`src/hdl/sparse_table_range_min_max_macros.svh`:
```
// ----------------------------------------------------------------------------
// Sparse table range min/max - assertion macros
// Shared property wrappers for the block's concurrent checks.
// ----------------------------------------------------------------------------
`ifndef SPARSE_TABLE_RANGE_MIN_MAX_MACROS_SVH
`define SPARSE_TABLE_RANGE_MIN_MAX_MACROS_SVH

// same-cycle implication, off during reset
`define STMM_ASSERT_IMP(label, clk, rstn, ante, cons, msg) \
    label: assert property (@(posedge clk) disable iff (!rstn) (ante) |-> (cons)) \
        else $error(msg);

// next-cycle implication, off during reset
`define STMM_ASSERT_NXT(label, clk, rstn, ante, cons, msg) \
    label: assert property (@(posedge clk) disable iff (!rstn) (ante) |=> (cons)) \
        else $error(msg);

`endif

```
`src/hdl/stmm_pkg.sv`:
```
// ----------------------------------------------------------------------------
// Sparse table range min/max - package
// Item types, command and status codes, controller/datapath interface structs.
// ----------------------------------------------------------------------------
package stmm_pkg;

    localparam int VALUE_MSB = 31;
    localparam int VALUE_W   = VALUE_MSB + 1;
    localparam int RANGE_W   = 10;
    localparam int CMD_W     = 2;
    localparam int STATUS_W  = 2;

    localparam logic [CMD_W-1:0] CMD_CLEAR  = 2'd0;
    localparam logic [CMD_W-1:0] CMD_APPEND = 2'd1;
    localparam logic [CMD_W-1:0] CMD_BUILD  = 2'd2;
    localparam logic [CMD_W-1:0] CMD_QUERY  = 2'd3;

    localparam logic [STATUS_W-1:0] STATUS_OK        = 2'd0;
    localparam logic [STATUS_W-1:0] STATUS_BAD_RANGE = 2'd1;
    localparam logic [STATUS_W-1:0] STATUS_OVERFLOW  = 2'd2;

    typedef struct packed {
        logic [CMD_W-1:0]          command;
        logic signed [VALUE_MSB:0] value;
        logic [RANGE_W-1:0]        range_lo;
        logic [RANGE_W-1:0]        range_hi;
    } stmm_in_t;

    typedef struct packed {
        logic signed [VALUE_MSB:0] span_min;
        logic signed [VALUE_MSB:0] span_max;
        logic [STATUS_W-1:0]       status;
    } stmm_out_t;

    // controller -> datapath
    typedef struct packed {
        logic accept;       // capture item fields and result status
        logic clear;
        logic append;
        logic build_start;
        logic level_init;
        logic build_read;
        logic level_next;
        logic set_built;
        logic query_read;
        logic load_out;
    } stmm_cmd_t;

    // datapath -> controller
    typedef struct packed {
        logic full;
        logic level_end;
        logic last_idx;
    } stmm_stat_t;

endpackage

```
`src/hdl/stmm_ctrl.sv`:
```
// ----------------------------------------------------------------------------
// Sparse table range min/max - controller
// Command decode, query and build sequencing, result handshake.
// ----------------------------------------------------------------------------
`include "sparse_table_range_min_max_macros.svh"

module stmm_ctrl
    import stmm_pkg::*;
(
    input  logic             aclk,
    input  logic             aresetn,
    input  logic             s_valid,
    output logic             s_ready,
    input  logic [CMD_W-1:0] s_command,
    output logic             m_valid,
    input  logic             m_ready,
    output stmm_cmd_t        cmd,
    input  stmm_stat_t       stat
);

    localparam logic [2:0] ST_IDLE   = 3'd0;
    localparam logic [2:0] ST_QADDR  = 3'd1;
    localparam logic [2:0] ST_RESULT = 3'd2;
    localparam logic [2:0] ST_BLEVEL = 3'd3;
    localparam logic [2:0] ST_BRUN   = 3'd4;
    localparam logic [2:0] ST_BDRAIN = 3'd5;

    logic [2:0] state_reg, state_next;
    logic       m_valid_reg, m_valid_next;
    logic       accept;
    logic       out_free;

    assign s_ready  = (state_reg == ST_IDLE);
    assign accept   = s_valid && s_ready;
    assign out_free = !m_valid_reg || m_ready;
    assign m_valid  = m_valid_reg;

    always_comb begin
        state_next = state_reg;
        cmd        = '0;
        unique case (state_reg)
            ST_IDLE: begin
                if (accept) begin
                    cmd.accept = 1'b1;
                    unique case (s_command)
                        CMD_CLEAR: begin
                            cmd.clear = 1'b1;
                        end
                        CMD_APPEND: begin
                            if (stat.full) begin
                                state_next = ST_RESULT;
                            end else begin
                                cmd.append = 1'b1;
                            end
                        end
                        CMD_BUILD: begin
                            cmd.build_start = 1'b1;
                            state_next      = ST_BLEVEL;
                        end
                        CMD_QUERY: begin
                            state_next = ST_QADDR;
                        end
                        default: begin
                            state_next = ST_IDLE;
                        end
                    endcase
                end
            end
            ST_QADDR: begin
                cmd.query_read = 1'b1;
                state_next     = ST_RESULT;
            end
            ST_RESULT: begin
                if (out_free) begin
                    cmd.load_out = 1'b1;
                    state_next   = ST_IDLE;
                end
            end
            ST_BLEVEL: begin
                if (stat.level_end) begin
                    cmd.set_built = 1'b1;
                    state_next    = ST_IDLE;
                end else begin
                    cmd.level_init = 1'b1;
                    state_next     = ST_BRUN;
                end
            end
            ST_BRUN: begin
                cmd.build_read = 1'b1;
                if (stat.last_idx) begin
                    state_next = ST_BDRAIN;
                end
            end
            ST_BDRAIN: begin
                // last write of the level lands this cycle
                cmd.level_next = 1'b1;
                state_next     = ST_BLEVEL;
            end
            default: begin
                state_next = ST_IDLE;
            end
        endcase
    end

    always_comb begin
        m_valid_next = m_valid_reg;
        if (cmd.load_out) begin
            m_valid_next = 1'b1;
        end else if (m_ready) begin
            m_valid_next = 1'b0;
        end
    end

    always_ff @(posedge aclk) begin
        if (!aresetn) begin
            state_reg   <= ST_IDLE;
            m_valid_reg <= 1'b0;
        end else begin
            state_reg   <= state_next;
            m_valid_reg <= m_valid_next;
        end
    end

    `STMM_ASSERT_IMP(a_load_into_free_slot, aclk, aresetn, cmd.load_out, !m_valid_reg || m_ready, "result loaded over an item not yet taken")
    `STMM_ASSERT_NXT(a_load_shows_result, aclk, aresetn, cmd.load_out, m_valid_reg, "loaded result not presented")
    `STMM_ASSERT_IMP(a_no_append_when_full, aclk, aresetn, cmd.append, !stat.full, "append issued with array full")
    `STMM_ASSERT_NXT(a_drain_then_level, aclk, aresetn, state_reg == ST_BDRAIN, state_reg == ST_BLEVEL, "build drain did not return to level check")

endmodule

```
`config.mk`:
```
export PLATFORM = sky130hd
export DESIGN_NAME = stmm_ctrl
export DESIGN_NICKNAME = d
export VERILOG_FILES = /design/src/hdl/stmm_pkg.sv /design/src/hdl/stmm_ctrl.sv
export VERILOG_INCLUDE_DIRS = /design/src /design/src/hdl
export SDC_FILE = /design/constraint.sdc
export NUM_CORES = 1
export LEC_CHECK = 0
export BUFFER_PORTS_ARGS = -buffer_cell sky130_fd_sc_hd__buf_2
export CORE_AREA = 8 8 45 47
export CTS_CLUSTER_DIAMETER = 100
export DETAILED_ROUTE_END_ITERATION = 8
export DIE_AREA = 0 0 53 55
export PLACE_DENSITY_LB_ADDON = 0.1
export SETUP_SLACK_MARGIN = 0.15
export SYNTH_ARGS = -nofsm -noshare
export SYNTH_HDL_FRONTEND = slang
export SYNTH_SLANG_ARGS = --single-unit
```
`constraint.sdc`:
```
create_clock -name aclk -period 2.5 [get_ports aclk]
set_input_delay 0.625 -clock aclk [delete_from_list [all_inputs] [get_ports aclk]]
set_output_delay 0.625 -clock aclk [all_outputs]
set_load 0.05 [all_outputs]
```
==> results.toml <==
[routing]
dr.pass1.iters = 2
drt-initial-drc-count = 2
avgViaCountPerCell = 4.43
drc_errors = 0
wl_per_cell_um = 11.5
ant_nets = 0
routed_wl_um = 866
vias = 332

[setup_path]
r2r_slack_ns = 1.29
worstPathArrival_ns = 1.52
crit_family = "simple AND/OR/NAND/NOR gates"
cp-end-kind = "output port"
criticalPathCategory = "reg -> out"
r2r-start = "state_reg[1]"
crit_start = "state_reg[0]"
worstPathCellList = "nor3_4 -> nand2_4 -> nor4b_4 -> buf_2"
cp_max_fo = 8
critical_path_depth = 4
ff2ff_path_depth = 4
cp_slowest_cell = "dfxtp_2"
startpoint_type = "flip-flop"
cpPeakStageDelay_ns = 0.36
path_buf_inv = 1
crit_required_ns = 1.88

[placed_design]
dp.cells = 72
dp_hpwl_um = 756
port_buffers = 20
globalplace.congestion = 0.663
place_ws_ns = 0.491

[power]
power_density_nw_per_um2 = 708
peakVddDrop_mv = 0.265
leakage_nw = 0.241
seq_power_share = 0.255
combPwrFrac = 0.515
p_int_mw = 0.178
p_switching_mw = 0.164
p_sw_frac = 0.480
pwr-share-clk = 0.230

[sta]
maxSlewHeadroom = 0.831
fin_crit_sh = 0.857
setup_violations = 0
drv_slew = 0
rsz0062_at_grt = "false"
whs_ns = 0.563
worst_pin_slew_ns = 0.252
skew_ns = 0.00289
fin_ws_ns = 0.358
fmax_mhz = 467
min_period_ns = 2.14
fin_setup_tns_ns = 0
hold_viol_final = 0

[global_routing]
grt_max_degree = 9
met1_usage = 0.0624
antenna_found_initial = 0
grt_pass1_wl_um = 1430
track_usage = 0.0651
grt_overflow = 0
grt-busiest-layer = "met2"
gr-usage-met3 = 0.0187
gr-usage-met2 = 0.115
grt_pass1_vias = 364

[clocking]
clkTransAtPathRegs_ns = 0.04
cts_setup_buffers = 0
cts_resized = 0
cts_made_buffers = 3
htreeDepth = 1
cts-root-buf = "clkbuf_4"
cts_tree = "built"
hold_buffers = 0
clk_latency_ns = 0.23
clock_path_buffers = 2
clock_sinks = 4

[synth]
synth-simple-area-share = 0.427
ys_warn_count = 0
avgSynthCellArea_um2 = 8.15
synth_top_area_cell = "dfxtp_1"
yosysSeqAreaShare = 0.266
synth_xor_area_frac = 0
synthMuxAreaShare = 0.0332
synth_cells = 37
synthAdderAreaFrac = 0
synth_compound_area_frac = 0.212
synth_top_family_by_area = "simple AND/OR/NAND/NOR gates"
synth.top_cell.area_share = 0.266
synth.top_cells.by_area = "dfxtp_1 27%, nor3_2 6.6%, nor2b_1 6.2%, a21oi_1 5.0%, nor3_1 5.0%"
syn_nets = 46
synth-seq-cells = 4
syn-cell-area_um2 = 302
ys_types = 20

[worst_hold_path]
hold_start = "state_reg[1]"
hold_path_depth = 2
hp-class = "reg -> reg"

[finish]
largest_reg_flops = 3
fill_cells = 156
nets = 70
areaGrowthSynthToFinish_pct = 60.6
multi_input_area_um2 = 248
layout-drive-gt1-share = 0.593
utilization = 0.350
antenna_cells = 0
ff_latch_area_um2 = 82.6
stdcell_count = 75

[floorplan]
core_area_um2 = 1380
die_w_um = 53
die_area_um2 = 2920
rows = 14
die-height_um = 55
io_pins = 21
initial_utilization = 0.218

[flow_run]
drv_cap = 0

[run_status]
status = "finished clean"
cells in the final DEF, fill, tap and decap left out:
| cell type | n |
|---|---|
| buf_2 | 20 |
| o21a_1 | 2 |
| nor2_1 | 3 |
| dfxtp_1 | 2 |
| nand2_1 | 1 |
| a21oi_1 | 3 |
| nand2b_1 | 1 |
| nor2b_1 | 3 |
| nor3_4 | 2 |
| clkbuf_4 | 3 |
| o21ai_2 | 1 |
| nor3b_4 | 1 |
| and3_1 | 1 |
| nor3_1 | 2 |
| dfxtp_2 | 2 |
| inv_1 | 3 |
| o21ai_0 | 2 |
| nor3b_2 | 1 |
| nand2_4 | 1 |
| a2bb2oi_2 | 1 |
| nor4b_4 | 1 |
| mux2i_1 | 1 |
| nor3_2 | 1 |
| nand2b_2 | 1 |
synthesized netlist by cell type (all sizes together):
cell and n:
nor4b 1, o21ai 3, dfxtp 4, nor3 5, inv 3, nor2 3
a2bb2oi 1, nor2b 3, a21oi 3, buf 1, nor3b 2, mux2i 1
o21a 2, and3 1, nand2b 2, nand2 2
power groups by stage:
stage          clock network, mW  logic, mW  registers (mW)
2_1_floorplan                  0      0.135          0.0953
3_3_place_gp                   0      0.180          0.0891
3_5_place_dp                   0      0.179          0.0887
4_1_cts                   0.0842      0.180          0.0877
5_1_grt                   0.0936      0.190          0.0897
6_report                  0.0788      0.177          0.0874
per-stage QoR:
step | cell area [µm²] | total power [mW]
final | 484 | 0.343
after global placement | 462 | 0.269
after CTS | 484 | 0.351
after detailed placement | 462 | 0.268
after global routing | 484 | 0.373
after floorplan | 349 | 0.231
cell type report:
cell class | instances | area share
Sequential cell | 4 | 0.171
Multi-Input combinational cell | 29 | 0.512
Clock buffer | 3 | 0.0465
Tap cell | 16 | 0.0413
Timing Repair Buffer | 20 | 0.207
Inverter | 3 | 0.0233
tightest hold or removal path, delay by kind of cell (launching register included):
kind	cells	cell delay [ns]
and+or+nand+nor	1	0.08
muxes	1	0.06
DFF	1	0.37
cell families after synthesis:
| family | count (synthesis) |
|---|---|
| AOI/OAI and AO/OA | 9 |
| and+or+nand+nor | 19 |
| muxes | 1 |
| DFF | 4 |
| buffers and inverters | 4 |
per-layer routing:
metal  vias up  wire, µm
met5         -         0
met4         0         0
met3         0        65
met2        10       434
met1       147       366
li1        175         -
path summary, 6_finish.rpt:
kind	endpoint
worst max-delay path	cmd[7]
worst min-delay path	state_reg[1]
worst max register to register	state_reg[1]
worst min register to register	state_reg[1]
No activity file was read; power rests on OpenSTA's default activity.
